$ cat config.mk
export PLATFORM = sky130hd
export DESIGN_NAME = median_window_filter_unit
export DESIGN_NICKNAME = d
export VERILOG_FILES = /design/src/design/mwf_pkg.sv /design/src/design/mwf_front.sv /design/src/design/mwf_task_queue.sv /design/src/design/mwf_back.sv /design/src/design/median_window_filter_unit.sv
export SDC_FILE = /design/constraint.sdc
export NUM_CORES = 2
export LEC_CHECK = 0
export BUFFER_PORTS_ARGS = -buffer_cell sky130_fd_sc_hd__buf_4
export CORE_MARGIN = 5
export CORE_UTILIZATION = 34
export CTS_CLUSTER_DIAMETER = 60
export DETAILED_ROUTE_END_ITERATION = 8
export PLACE_DENSITY = 0.48
export REMOVE_ABC_BUFFERS = 1
export SLEW_MARGIN = 5
export SYNTH_ARGS = -nofsm -noshare
export SYNTH_HDL_FRONTEND = slang
export SYNTH_HIERARCHICAL = 1
export SYNTH_SLANG_ARGS = --single-unit
$ cat constraint.sdc
create_clock -name clk -period 9.94 [get_ports clk]
set_input_delay 0.994 -clock clk [delete_from_list [all_inputs] [get_ports clk]]
set_output_delay 0.994 -clock clk [all_outputs]
set_load 0.01 [all_outputs]
$ cat src/design/mwf_pkg.sv
// Package for the running median window filter.
// Holds the shared constants and the task descriptor passed from front to back.
// No dependencies.
package mwf_pkg;

  // Default sample width (signed Q16.16 at 32 bits).
  localparam int SAMPLE_WIDTH_DEFAULT = 32;

  // Number of earlier samples kept per series.
  localparam int HISTORY_DEPTH = 4;

  // Keys seen by one window: the history plus the present sample.
  localparam int NUM_KEYS = HISTORY_DEPTH + 1;

  // Entries of the task queue between front and back.
  localparam int QUEUE_DEPTH = 4;

  // Series position, 0 .. HISTORY_DEPTH.
  typedef logic [2:0] pos_t;

  // Control part of one task: the key count, the window size, the flush mark
  // and the first series position to be filtered.
  typedef struct packed {
    pos_t count;
    logic half_two;
    logic last;
    pos_t q_first;
  } task_ctrl_t;

  localparam int TASK_CTRL_WIDTH = $bits(task_ctrl_t);

endpackage

$ cat src/design/mwf_front.sv
// Front part of the running median window filter: accepts samples, keeps the
// series history and issues one task per sample that yields results.
// Depends on mwf_pkg.
module mwf_front
  import mwf_pkg::*;
#(
  parameter int SAMPLE_WIDTH = SAMPLE_WIDTH_DEFAULT
) (
  input  logic                             clk,
  input  logic                             rst,
  input  logic                             cfg_we,
  input  logic                             cfg_wdata,
  input  logic                             in_valid,
  output logic                             in_ready,
  input  logic [SAMPLE_WIDTH-1:0]          sample,
  input  logic                             end_of_series,
  input  logic                             queue_full,
  output logic                             task_push,
  output task_ctrl_t                       task_ctrl,
  output logic [NUM_KEYS*SAMPLE_WIDTH-1:0] task_keys
);

  logic                    window_five;
  logic [SAMPLE_WIDTH-1:0] hist [HISTORY_DEPTH];
  pos_t                    count;
  pos_t                    half;
  logic                    accept;
  logic                    has_result;

  // Window size register.
  always_ff @(posedge clk) begin
    if (rst) begin
      window_five <= 1'b1;
    end else if (cfg_we) begin
      window_five <= cfg_wdata;
    end
  end

  assign in_ready   = !queue_full;
  assign accept     = in_valid && in_ready;
  assign half       = window_five ? 3'd2 : 3'd1;
  assign has_result = (count >= half);

  // A task goes out when the sample completes a window or flushes the series.
  assign task_push = accept && (end_of_series || has_result);

  always_comb begin
    task_ctrl.count    = count;
    task_ctrl.half_two = window_five;
    task_ctrl.last     = end_of_series;
    task_ctrl.q_first  = has_result ? pos_t'(count - half) : '0;
  end

  // Keys in series order: the history, then the present sample at the count.
  always_comb begin
    for (int i = 0; i < HISTORY_DEPTH; i++) begin
      task_keys[i*SAMPLE_WIDTH +: SAMPLE_WIDTH] =
        (pos_t'(i) == count) ? sample : hist[i];
    end
    task_keys[HISTORY_DEPTH*SAMPLE_WIDTH +: SAMPLE_WIDTH] = sample;
  end

  // Series history: filled up to four samples, then shifted.
  always_ff @(posedge clk) begin
    if (accept && !end_of_series) begin
      if (count < pos_t'(HISTORY_DEPTH)) begin
        hist[count[1:0]] <= sample;
      end else begin
        for (int i = 0; i < HISTORY_DEPTH - 1; i++) begin
          hist[i] <= hist[i+1];
        end
        hist[HISTORY_DEPTH-1] <= sample;
      end
    end
  end

  // Fill count, cleared by the last sample of a series.
  always_ff @(posedge clk) begin
    if (rst) begin
      count <= '0;
    end else if (accept) begin
      if (end_of_series) begin
        count <= '0;
      end else if (count < pos_t'(HISTORY_DEPTH)) begin
        count <= count + 3'd1;
      end
    end
  end

endmodule

$ cat src/design/mwf_task_queue.sv
// Short first-in first-out queue of tasks between front and back.
// Depends on mwf_pkg for its depth.
module mwf_task_queue
  import mwf_pkg::*;
#(
  parameter int WIDTH = 8
) (
  input  logic             clk,
  input  logic             rst,
  input  logic             push,
  input  logic [WIDTH-1:0] push_data,
  output logic             full,
  input  logic             pop,
  output logic             head_valid,
  output logic [WIDTH-1:0] head_data
);

  localparam int PTR_W = $clog2(QUEUE_DEPTH);
  localparam int CNT_W = $clog2(QUEUE_DEPTH + 1);

  logic [WIDTH-1:0] entries [QUEUE_DEPTH];
  logic [PTR_W-1:0] wr_ptr;
  logic [PTR_W-1:0] rd_ptr;
  logic [CNT_W-1:0] fill;
  logic             do_push;
  logic             do_pop;

  assign full       = (fill == CNT_W'(QUEUE_DEPTH));
  assign head_valid = (fill != '0);
  assign head_data  = entries[rd_ptr];
  assign do_push    = push && !full;
  assign do_pop     = pop && head_valid;

  // Entry storage.
  always_ff @(posedge clk) begin
    if (do_push) begin
      entries[wr_ptr] <= push_data;
    end
  end

  // Pointers and fill level.
  always_ff @(posedge clk) begin
    if (rst) begin
      wr_ptr <= '0;
      rd_ptr <= '0;
      fill   <= '0;
    end else begin
      if (do_push) begin
        wr_ptr <= (wr_ptr == PTR_W'(QUEUE_DEPTH - 1)) ? '0 : wr_ptr + PTR_W'(1);
      end
      if (do_pop) begin
        rd_ptr <= (rd_ptr == PTR_W'(QUEUE_DEPTH - 1)) ? '0 : rd_ptr + PTR_W'(1);
      end
      if (do_push && !do_pop) begin
        fill <= fill + CNT_W'(1);
      end else if (do_pop && !do_push) begin
        fill <= fill - CNT_W'(1);
      end
    end
  end

endmodule

$ cat src/design/mwf_back.sv
// Back part of the running median window filter: walks the positions of each
// task and runs a three-stage compare, rank-select and average pipeline.
// Depends on mwf_pkg.
module mwf_back
  import mwf_pkg::*;
#(
  parameter int SAMPLE_WIDTH = SAMPLE_WIDTH_DEFAULT
) (
  input  logic                             clk,
  input  logic                             rst,
  input  logic                             task_valid,
  input  task_ctrl_t                       task_ctrl,
  input  logic [NUM_KEYS*SAMPLE_WIDTH-1:0] task_keys,
  output logic                             task_pop,
  output logic                             out_valid,
  input  logic                             out_ready,
  output logic [SAMPLE_WIDTH-1:0]          median_value,
  output logic                             final_output
);

  // Position sequencer.
  logic [1:0] off;
  pos_t       q;
  pos_t       q_last;
  pos_t       half;
  pos_t       win_lo;
  pos_t       win_hi;
  pos_t       q_plus;
  pos_t       win_len;
  logic       issue;

  // Stage 1: keys, pairwise order and window.
  logic                    s1_valid;
  logic                    s1_ready;
  logic [SAMPLE_WIDTH-1:0] s1_keys [NUM_KEYS];
  logic [NUM_KEYS-1:0]     s1_prec [NUM_KEYS];
  logic [NUM_KEYS-1:0]     s1_mask;
  pos_t                    s1_lo_rank;
  pos_t                    s1_hi_rank;
  logic                    s1_final;
  logic [SAMPLE_WIDTH-1:0] keys [NUM_KEYS];
  logic [NUM_KEYS-1:0]     prec [NUM_KEYS];
  logic [NUM_KEYS-1:0]     mask;

  // Stage 2: the two middle values.
  logic                    s2_valid;
  logic                    s2_ready;
  logic [SAMPLE_WIDTH-1:0] s2_lo;
  logic [SAMPLE_WIDTH-1:0] s2_hi;
  logic                    s2_final;
  logic [SAMPLE_WIDTH-1:0] lo_val;
  logic [SAMPLE_WIDTH-1:0] hi_val;

  // Output stage.
  logic                    o_ready;
  logic [SAMPLE_WIDTH:0]   mid_sum;

  // Ready chain, one register stage at a time.
  assign o_ready  = !out_valid || out_ready;
  assign s2_ready = !s2_valid || o_ready;
  assign s1_ready = !s1_valid || s2_ready;

  // Window bounds of the current position, clipped to the series.
  always_comb begin
    half    = task_ctrl.half_two ? 3'd2 : 3'd1;
    q       = task_ctrl.q_first + pos_t'(off);
    q_last  = task_ctrl.last ? task_ctrl.count : task_ctrl.q_first;
    q_plus  = q + half;
    win_lo  = (q >= half) ? pos_t'(q - half) : '0;
    win_hi  = (q_plus > task_ctrl.count) ? task_ctrl.count : q_plus;
    win_len = win_hi - win_lo + 3'd1;
    for (int i = 0; i < NUM_KEYS; i++) begin
      mask[i] = (pos_t'(i) >= win_lo) && (pos_t'(i) <= win_hi);
    end
  end

  assign issue    = task_valid && s1_ready;
  assign task_pop = issue && (q == q_last);

  always_ff @(posedge clk) begin
    if (rst) begin
      off <= '0;
    end else if (task_pop) begin
      off <= '0;
    end else if (issue) begin
      off <= off + 2'd1;
    end
  end

  // Pairwise order with ties broken by series position: prec[i][j] is set
  // when key j sorts ahead of key i.
  always_comb begin
    for (int i = 0; i < NUM_KEYS; i++) begin
      keys[i] = task_keys[i*SAMPLE_WIDTH +: SAMPLE_WIDTH];
    end
    for (int i = 0; i < NUM_KEYS; i++) begin
      prec[i] = '0;
    end
    for (int i = 0; i < NUM_KEYS; i++) begin
      for (int j = i + 1; j < NUM_KEYS; j++) begin
        prec[j][i] = ($signed(keys[i]) <= $signed(keys[j]));
        prec[i][j] = !prec[j][i];
      end
    end
  end

  always_ff @(posedge clk) begin
    if (rst) begin
      s1_valid <= 1'b0;
    end else if (s1_ready) begin
      s1_valid <= issue;
    end
  end

  always_ff @(posedge clk) begin
    if (s1_ready) begin
      s1_keys    <= keys;
      s1_prec    <= prec;
      s1_mask    <= mask;
      s1_lo_rank <= (win_len - 3'd1) >> 1;
      s1_hi_rank <= win_len >> 1;
      s1_final   <= task_ctrl.last && (q == task_ctrl.count);
    end
  end

  // Rank each key inside the window and pick the two middle ones.
  always_comb begin
    pos_t rank;
    lo_val = '0;
    hi_val = '0;
    for (int i = 0; i < NUM_KEYS; i++) begin
      rank = pos_t'($countones(s1_prec[i] & s1_mask));
      if (s1_mask[i] && (rank == s1_lo_rank)) begin
        lo_val = s1_keys[i];
      end
      if (s1_mask[i] && (rank == s1_hi_rank)) begin
        hi_val = s1_keys[i];
      end
    end
  end

  always_ff @(posedge clk) begin
    if (rst) begin
      s2_valid <= 1'b0;
    end else if (s2_ready) begin
      s2_valid <= s1_valid;
    end
  end

  always_ff @(posedge clk) begin
    if (s2_ready) begin
      s2_lo    <= lo_val;
      s2_hi    <= hi_val;
      s2_final <= s1_final;
    end
  end

  // Floor of the mean of the middle values; equal values for an odd window.
  assign mid_sum = {s2_lo[SAMPLE_WIDTH-1], s2_lo} + {s2_hi[SAMPLE_WIDTH-1], s2_hi};

  always_ff @(posedge clk) begin
    if (rst) begin
      out_valid <= 1'b0;
    end else if (o_ready) begin
      out_valid <= s2_valid;
    end
  end

  always_ff @(posedge clk) begin
    if (o_ready) begin
      median_value <= mid_sum[SAMPLE_WIDTH:1];
      final_output <= s2_final;
    end
  end

  // The position offset never passes the last of three flush results.
  assert property (@(posedge clk) disable iff (rst) off <= 2'd2)
    else $error("position offset out of range");

  // The result for the last position always retires its task.
  assert property (@(posedge clk) disable iff (rst)
    issue && task_ctrl.last && (q == task_ctrl.count) |-> task_pop)
    else $error("flush task not retired at its last position");

  // The ranks picked agree with the window size.
  assert property (@(posedge clk) disable iff (rst)
    s1_valid |-> ($countones(s1_mask) == int'(s1_lo_rank) + int'(s1_hi_rank) + 1))
    else $error("window size and median ranks disagree");

  // A stalled output holds its value.
  assert property (@(posedge clk) disable iff (rst)
    out_valid && !out_ready |=> $stable(median_value) && $stable(final_output))
    else $error("output changed while stalled");

endmodule

$ cat src/design/median_window_filter_unit.sv
// Running median window filter, top level.
// Depends on mwf_pkg, mwf_front, mwf_task_queue and mwf_back.
//
// Usage:
//   s_tdata carries a signed sample in its low SAMPLE_WIDTH bits, s_tlast
//   marks the last sample of a series. m_tdata carries the median in its low
//   SAMPLE_WIDTH bits, m_tlast marks the last result of the series.
//   cfg_wdata, written while cfg_we is high, selects the window: 0 gives three
//   samples, 1 (the reset value) five. Write it only while the block is idle.
// Path: the task of a sample that completes its window passes the task queue,
//   then the stage-1, stage-2 and output registers. Throughput: one sample
//   per cycle in a series while the queue has room. The last sample of a
//   series flushes up to three results, one per cycle from the back part's
//   position walker unless stalled; a four-entry task queue absorbs that burst.
// Reset: rst clears the series history count, the queue and the pipeline
//   valids and sets the five-sample window. No clearing pass is needed.
// Stall: while m_tready is low the output register holds; the pipeline and
//   queue keep filling, and s_tready drops only once the queue is full.
module median_window_filter_unit
  import mwf_pkg::*;
#(
  parameter int SAMPLE_WIDTH = SAMPLE_WIDTH_DEFAULT
) (
  input  logic                                  clk,
  input  logic                                  rst,
  input  logic                                  cfg_we,
  input  logic                                  cfg_wdata,
  input  logic                                  s_tvalid,
  output logic                                  s_tready,
  input  logic [8*((SAMPLE_WIDTH+7)/8)-1:0]     s_tdata,   // sample
  input  logic                                  s_tlast,   // end_of_series
  output logic                                  m_tvalid,
  input  logic                                  m_tready,
  output logic [8*((SAMPLE_WIDTH+7)/8)-1:0]     m_tdata,   // median_value
  output logic                                  m_tlast    // final_output
);

  localparam int DATA_WIDTH  = 8 * ((SAMPLE_WIDTH + 7) / 8);
  localparam int KEYS_WIDTH  = NUM_KEYS * SAMPLE_WIDTH;
  localparam int ENTRY_WIDTH = KEYS_WIDTH + TASK_CTRL_WIDTH;

  logic                    queue_full;
  logic                    task_push;
  task_ctrl_t              push_ctrl;
  logic [KEYS_WIDTH-1:0]   push_keys;
  logic                    task_pop;
  logic                    head_valid;
  logic [ENTRY_WIDTH-1:0]  head_data;
  task_ctrl_t              head_ctrl;
  logic [KEYS_WIDTH-1:0]   head_keys;
  logic [SAMPLE_WIDTH-1:0] median_value;

  // Front: history and task issue.
  mwf_front #(
    .SAMPLE_WIDTH (SAMPLE_WIDTH)
  ) u_front (
    .clk           (clk),
    .rst           (rst),
    .cfg_we        (cfg_we),
    .cfg_wdata     (cfg_wdata),
    .in_valid      (s_tvalid),
    .in_ready      (s_tready),
    .sample        (s_tdata[SAMPLE_WIDTH-1:0]),
    .end_of_series (s_tlast),
    .queue_full    (queue_full),
    .task_push     (task_push),
    .task_ctrl     (push_ctrl),
    .task_keys     (push_keys)
  );

  // Task queue between the two parts.
  mwf_task_queue #(
    .WIDTH (ENTRY_WIDTH)
  ) u_queue (
    .clk        (clk),
    .rst        (rst),
    .push       (task_push),
    .push_data  ({push_keys, push_ctrl}),
    .full       (queue_full),
    .pop        (task_pop),
    .head_valid (head_valid),
    .head_data  (head_data)
  );

  assign head_ctrl = head_data[TASK_CTRL_WIDTH-1:0];
  assign head_keys = head_data[ENTRY_WIDTH-1:TASK_CTRL_WIDTH];

  // Back: median pipeline and output register.
  mwf_back #(
    .SAMPLE_WIDTH (SAMPLE_WIDTH)
  ) u_back (
    .clk          (clk),
    .rst          (rst),
    .task_valid   (head_valid),
    .task_ctrl    (head_ctrl),
    .task_keys    (head_keys),
    .task_pop     (task_pop),
    .out_valid    (m_tvalid),
    .out_ready    (m_tready),
    .median_value (median_value),
    .final_output (m_tlast)
  );

  assign m_tdata = DATA_WIDTH'(median_value);

endmodule

Word level (Yosys, flattened, before mapping)
Memories as Yosys holds them, arrays and structs flattened. A register that Yosys moved wholly into a read port is not among the register bits.
Index checks and enable logic that the tools add are counted.
{ "op_classes": {"n_addsub": 34, "magnitude_cmp": 24, "eq_ne": 18, "n_mux": 39, "bitwise_logic": 5, "n_reduce_logical": 53} }
{ "ops": {"columns": ["cell", "n"], "rows": [
  ["$mux 32", 15],
  ["$le 32x32->1", 10],
  ["$add 32x32->33", 1],
  ["$reduce_or 32->1", 1],
  ["$eq 3x2->1", 10],
  ["$logic_and 1x1->1", 25],
  ["$mux 3", 8],
  ["$add 1x1->2", 10],
  ["$and 5x5->5", 4],
  ["$add 3x3->3", 6],
  ["$logic_not 1->1", 17],
  ["$add 3x1->3", 5],
  ["$mux 2", 7],
  ["$add 3x1->3 const B", 3],
  ["$mux 1", 9],
  ["$sub 3x3->3", 3],
  ["$add 2x1->2 const B", 3],
  ["$eq 2x3->1 const A", 2],
  ["$eq 3x3->1", 2],
  ["$ge 1x3->1 const A", 2],
  ["$ge 2x3->1 const A", 2],
  ["$ge 3x3->1", 2],
  ["$le 1x3->1 const A", 2],
  ["$le 2x3->1 const A", 2],
  ["16 further kinds", 22]
]} }
{ "word_totals": {"regBits": 304, "mem_bits_rw": 800, "out_inout_bits": 35, "word_cells": 203, "n_memories": 2} }
{ "mem_list": {"columns": ["name", "depth", "word_bits", "rd", "rd_ports_with_merged_regs", "wr", "line", "rtl"], "rows": [
  ["u_queue.entries", 4, 168, 1, 1, 1, "mwf_task_queue.sv:21", "logic [WIDTH-1:0] entries [QUEUE_DEPTH];"],
  ["u_front.hist", 4, 32, 4, 0, 4, "mwf_front.sv:24", "logic [SAMPLE_WIDTH-1:0] hist [HISTORY_DEPTH];"]
]} }

Logic depth before layout (Yosys ltp)
{ "depth": {"depth_word": 11, "depth_mapped": 21, "depth_no_buf": 19} }

Cells and area by module
The synthesis kept the hierarchy.
{ "modules_own_cells": {"columns": ["mod", "n_inst", "cells_each", "area_each_um2", "seq_area_each_um2"], "rows": [
  ["mwf_task_queue", 1, 928, 24707.4, 20359.5],
  ["mwf_back", 1, 2049, 21455.6, 8748.4],
  ["mwf_front", 1, 596, 6977.9, 3923.8]
]} }

Least setup slack after synthesis
Ideal clock, no wire load.
{ "synth_timing": {"path_type": "input-to-reg", "start": "in m_tready", "end": "reg u_queue.fill[2]", "setup_time_ps": 70, "arrival_time_ps": 8366, "required_ps": 9870, "path_slack_ps": 1504, "path_stages": 11, "path_buffers": 0, "path_cell_list": "nor2b_1 > nand3_1 > nand2_1 > nor4_1 > o31ai_1 > ha_1 > inv_1 > fa_1 > xor2_1 > or3_1 > a21oi_1"} }
{ "synth_via": {"elab_chain_cells": 9, "elab_cells_between_ends": 11, "classes_between": "mux: 1; reduce/logical: 10"} }
{ "synth_lines": {"columns": ["item", "line", "rtl"], "rows": [
  ["start: declaration", "median_window_filter_unit.sv:33", "input logic m_tready,"],
  ["$logic_or 1x1->1 *", "mwf_back.sv:59", "assign o_ready = !out_valid || out_ready;"],
  ["$logic_or 1x1->1 *", "mwf_back.sv:60", "assign s2_ready = !s2_valid || o_ready;"],
  ["$logic_or 1x1->1 *", "mwf_back.sv:61", "assign s1_ready = !s1_valid || s2_ready;"],
  ["$logic_and 1x1->1 *", "mwf_back.sv:77", "assign issue = task_valid && s1_ready;"],
  ["$logic_and 1x1->1 *", "mwf_back.sv:78", "assign task_pop = issue && (q == q_last);"],
  ["named net task_pop", "median_window_filter_unit.sv:46", "logic task_pop;"],
  ["$logic_and 1x1->1 *", "mwf_task_queue.sv:32", "assign do_pop = pop && head_valid;"],
  ["$logic_not 1->1", "mwf_task_queue.sv:54", "if (do_push && !do_pop) begin"],
  ["$logic_and 1x1->1", "mwf_task_queue.sv:54", null],
  ["$mux 3 / $reduce_bool 2->1 (equally long branches)", null, null],
  ["end signal: assignment", "mwf_task_queue.sv:55", "fill <= fill + CNT_W'(1);"],
  ["end signal: assignment", "mwf_task_queue.sv:57", "fill <= fill - CNT_W'(1);"],
  ["end: declaration", "mwf_task_queue.sv:24", "logic [CNT_W-1:0] fill;"]
]} }
Mark *: on every way through the listed nets, which the timed path passes. The rest lies on a longest branch.
A chain may end at the register's enable or synchronous reset.

==> summary.txt <==
GRT
  – Initial antenna violation count: 6
  – GRT overflow: 0
  – Gr usage total: 18.0%
  – Global-route wire length before repair: 215,000 um
  – Largest net degree at the start of global routing: about 130
  – Vias in the first global route: 30,500

Synth
  – Warnings, synthesis: 6
  – Asr flop ratio synth: 0%
  – Mux share of post-synthesis cell area: 9.93%
  – Number of enable flip-flop cells after synthesis: 1,088
  – Seq/Total Area, Yosys: 62.2%
  – Post-synthesis adder-cell area fraction: under 10%
  – Syn Std Cell Area: roughly 53,000 um2
  – Mapped Cells: roughly 3,600
  – Top FF cell, synth: edfxtp_1
  – Synth Area in XOR/XNOR: 1.20%
  – Avg Cell Area, Syn: 14.9 um2
  – Compound-Gate Fraction of Synth Area: 7.97%
  – Main combinational cell family by area after synthesis: multiplexers
  – Number of synthesized register bits: about 1,100
  – Simple-gate share of the synthesized area: just over 6%
  – Synth unique cells: 73

Setup path
  – Crit end category: flip-flop
  – Slowest cell on the critical path: fa_1
  – Worst Path Max Fanout: 23
  – Max incr delay on CP: 660 ps
  – WS Path Type: reg -> reg
  – Critical Path Start Type: flip-flop
  – CP Data Arrival Time: 6330 ps
  – Worst R2R Setup Slack: 4100 ps
  – CP Cell Sequence: buf_4 > mux4_2 > ha_1 > fa_1 > inv_1 > fa_1 > inv_1 > ha_1 > nor2b_1 > o21ai_0 > nand2b_1 > and2_1 > a21oi_1 > ha_1 > inv_1 > ha_1 > xor2_1 > xnor2_1 > xnor2_1 > xor2_1
  – WP data required: 10,420 ps
  – Most numerous cell on the critical path: ha_1

Floorplan
  – Full die area: 164,000 um2
  – Die W: 405 um
  – Starting Density: between 30% and 40%
  – Std-Cell Rows: 145
  – Number of I/O pins: 74
  – Core area: roughly 160,000 um2
  – Chip height: just over 400 um

Clocking
  – CTS Buf Count: 130
  – Max clock buf depth: 3
  – CTS tree: done
  – H-tree depth: 4
  – Root Driver: clkbuf_16
  – # hold bufs at CTS: 0
  – Clock Sinks: 1,106
  – Worst skew pair latency: 750 ps
  – Clock transition at path regs: 60 ps
  – Cts repair resizes: 0
  – Setup Buffers After CTS: 0

Timing
  – Final Max Tran Viols: 0
  – Worst-margin pin slew: 1150 ps
  – Final Hold Fails: 0
  – RSZ-0062 raised after global routing: no
  – Hold slack final: 426 ps
  – Fmax: ~0.17 GHz
  – Final setup fails: 0
  – Final period util: between 50% and 60%
  – Rel. slew slack: 23.0%
  – Clock Skew: 26.5 ps
  – Fin crit period: 5840 ps

Routing
  – WL per Instance: 25.6 um
  – DRC Markers: 0
  – Vias per inst: 5.26
  – ANT nets after route: 0
  – Detailed Routing Iterations Pass 1: 5
  – Initial DRC count: 2,383
  – DRT Wirelength: roughly 150,000 um
  – Detailed-route via count: 30,600

Final layout
  – Register area: 33,000 um2
  – Utilization after layout: between 30% and 40%
  – Fillers: between 10,000 and 15,000
  – Nets@finish: roughly 4,100
  – Fin cells: 5,816
  – Multi-input logic area: 18,600 um2
  – Synth-to-layout area growth: 12.9%
  – Share of cells above drive strength 1: 16.9%

Placement
  – DP HPWL: 98,000 um
  – Buffers on Ports: 73
  – Cells after DPL: 5,580
  – Routability cong.: around 0.86

Pwr
  – VDD IR max: 0.216 mV
  – Cell area power density: approximately 300 nW/um2
  – P_leak: 22.0 nW
  – Power Total: 0.0178 W

Run status
  – Outcome: finished clean

Min path
  – Hold crit path type: reg -> reg
  – Hold_sp: u_back/s2_final

Job
  – Max-cap viol count: 0
## area by class of cell
type                       count  area share [%]
inverter                     175            1.09
tap                         2058            4.29
sequential                  1106            55.1
multi-input combinational   2129            31.1
timing repair buffer         112            1.55
antenna                        2         0.00834
clock inverter                77            1.21
clock buffer                 157            5.73
## layout by cell type (no fill, tap or decap), drive strengths merged, types with 18 or more instances in the layout
cell / n
a221oi: 22
nand4: 49
o21ai: 75
buf: 112
a21oi: 258
clkbuf: 157
and2: 29
nor2: 177
a22oi: 64
inv: 190
and4: 28
mux2: 128
a21o: 87
xor2: 31
edfxtp: 1088
ha: 386
clkinv: 46
dfxtp: 18
a211oi: 77
mux4: 168
nand2: 309
xnor2: 42
## worst paths after layout
path,to,depth (start not counted)
setup / recovery,u_back/s1_lo_rank[1],20
hold / removal,u_back/final_output,0
setup reg to reg,u_back/s1_lo_rank[1],20
hold reg to reg,u_back/final_output,0
## per-layer routing
| metal | up-vias | track usage (%) | wire (um) |
|---|---|---|---|
| met1 | 15500 | 26.0 | 69600 |
| met2 | 770 | 27.8 | 67200 |
| li1 | 14100 | - | - |
| met5 | - | 0 | 0 |
| met4 | 0 | 5.71 | 4140 |
| met3 | 198 | 2.91 | 7640 |
## cell usage after synthesis, drive strengths merged (9+ instances only)
| cell type | instances | area (um2) |
|---|---|---|
| xnor2 | 42 | 368 |
| a211oi | 77 | 578 |
| and4 | 28 | 245 |
| nand4 | 49 | 307 |
| o211ai | 16 | 120 |
| ha | 386 | 4830 |
| a21o | 87 | 653 |
| nor3 | 16 | 90.1 |
| or3 | 9 | 56.3 |
| mux4 | 168 | 3780 |
| a31oi | 9 | 56.3 |
| dfxtp | 18 | 360 |
| clkbuf | 53 | 199 |
| mux2 | 128 | 1440 |
| nor2 | 177 | 664 |
| a221oi | 22 | 205 |
| nand3 | 16 | 80.1 |
| fa | 11 | 220 |
| nor4 | 13 | 111 |
| nor2b | 16 | 100 |
| nand2b | 10 | 62.6 |
| xor2 | 31 | 272 |
| a22oi | 64 | 480 |
| o21ai | 75 | 375 |
| buf | 110 | 768 |
| and2 | 29 | 181 |
| inv | 175 | 657 |
| edfxtp | 1088 | 32700 |
| nand2 | 309 | 1160 |
| a21oi | 258 | 1290 |
## sequential cells by signal, summed over array words and instances, names as in the netlist, named ones only
signal               cells
u_back/final_output      1
u_back/median_value     32
u_back/off               2
u_back/out_valid         1
u_back/s1_final          1
u_back/s1_hi_rank        2
u_back/s1_keys         160
u_back/s1_lo_rank        2
u_back/s1_mask           5
u_back/s1_prec          20
u_back/s1_valid          1
u_back/s2_final          1
u_back/s2_hi            32
u_back/s2_lo            32
u_back/s2_valid          1
u_front/count            3
u_front/hist           128
u_front/window_five      1
u_queue/entries        672
u_queue/fill             3
u_queue/rd_ptr           2
u_queue/wr_ptr           2
## critical path, delay by kind of cell (launching register included)
kind	cells	cell delay, ps
mux	1	590
xor+xnor	4	590
compound gates	2	410
simple gates	3	470
buf+inv	4	740
flops	1	640
fa+ha+maj	6	2130
## kinds of logic (layout without fill, tap and decap cells)
kind of cell,after synthesis,count (layout)
flops,1106,1106
mux,301,301
fa+ha+maj,397,397
compound gates,658,658
buf+inv,338,521
xor+xnor,73,73
other cells,0,2
simple gates,700,700
## power breakdown
group / leakage (nW) / switching (W) / total, W / internal (W)
Combinational: 9.43 / 0.00416 / 0.00660 / 0.00243
Sequential: 10.6 / 0.000338 / 0.00654 / 0.00620
Clock: 2.02 / 0.00194 / 0.00466 / 0.00272
Total: 22.0 / 0.00644 / 0.0178 / 0.0114
## through the flow
stage	setup TNS, ps	setup WS (ps)	area, um2
detailed placement	0	3970	55800
global placement	0	3990	55800
global route	0	3580	60000
finish	0	4100	60000
floorplan	-7380	-1410	52200
CTS	0	3980	60000
(Power assumes the default switching activity.)
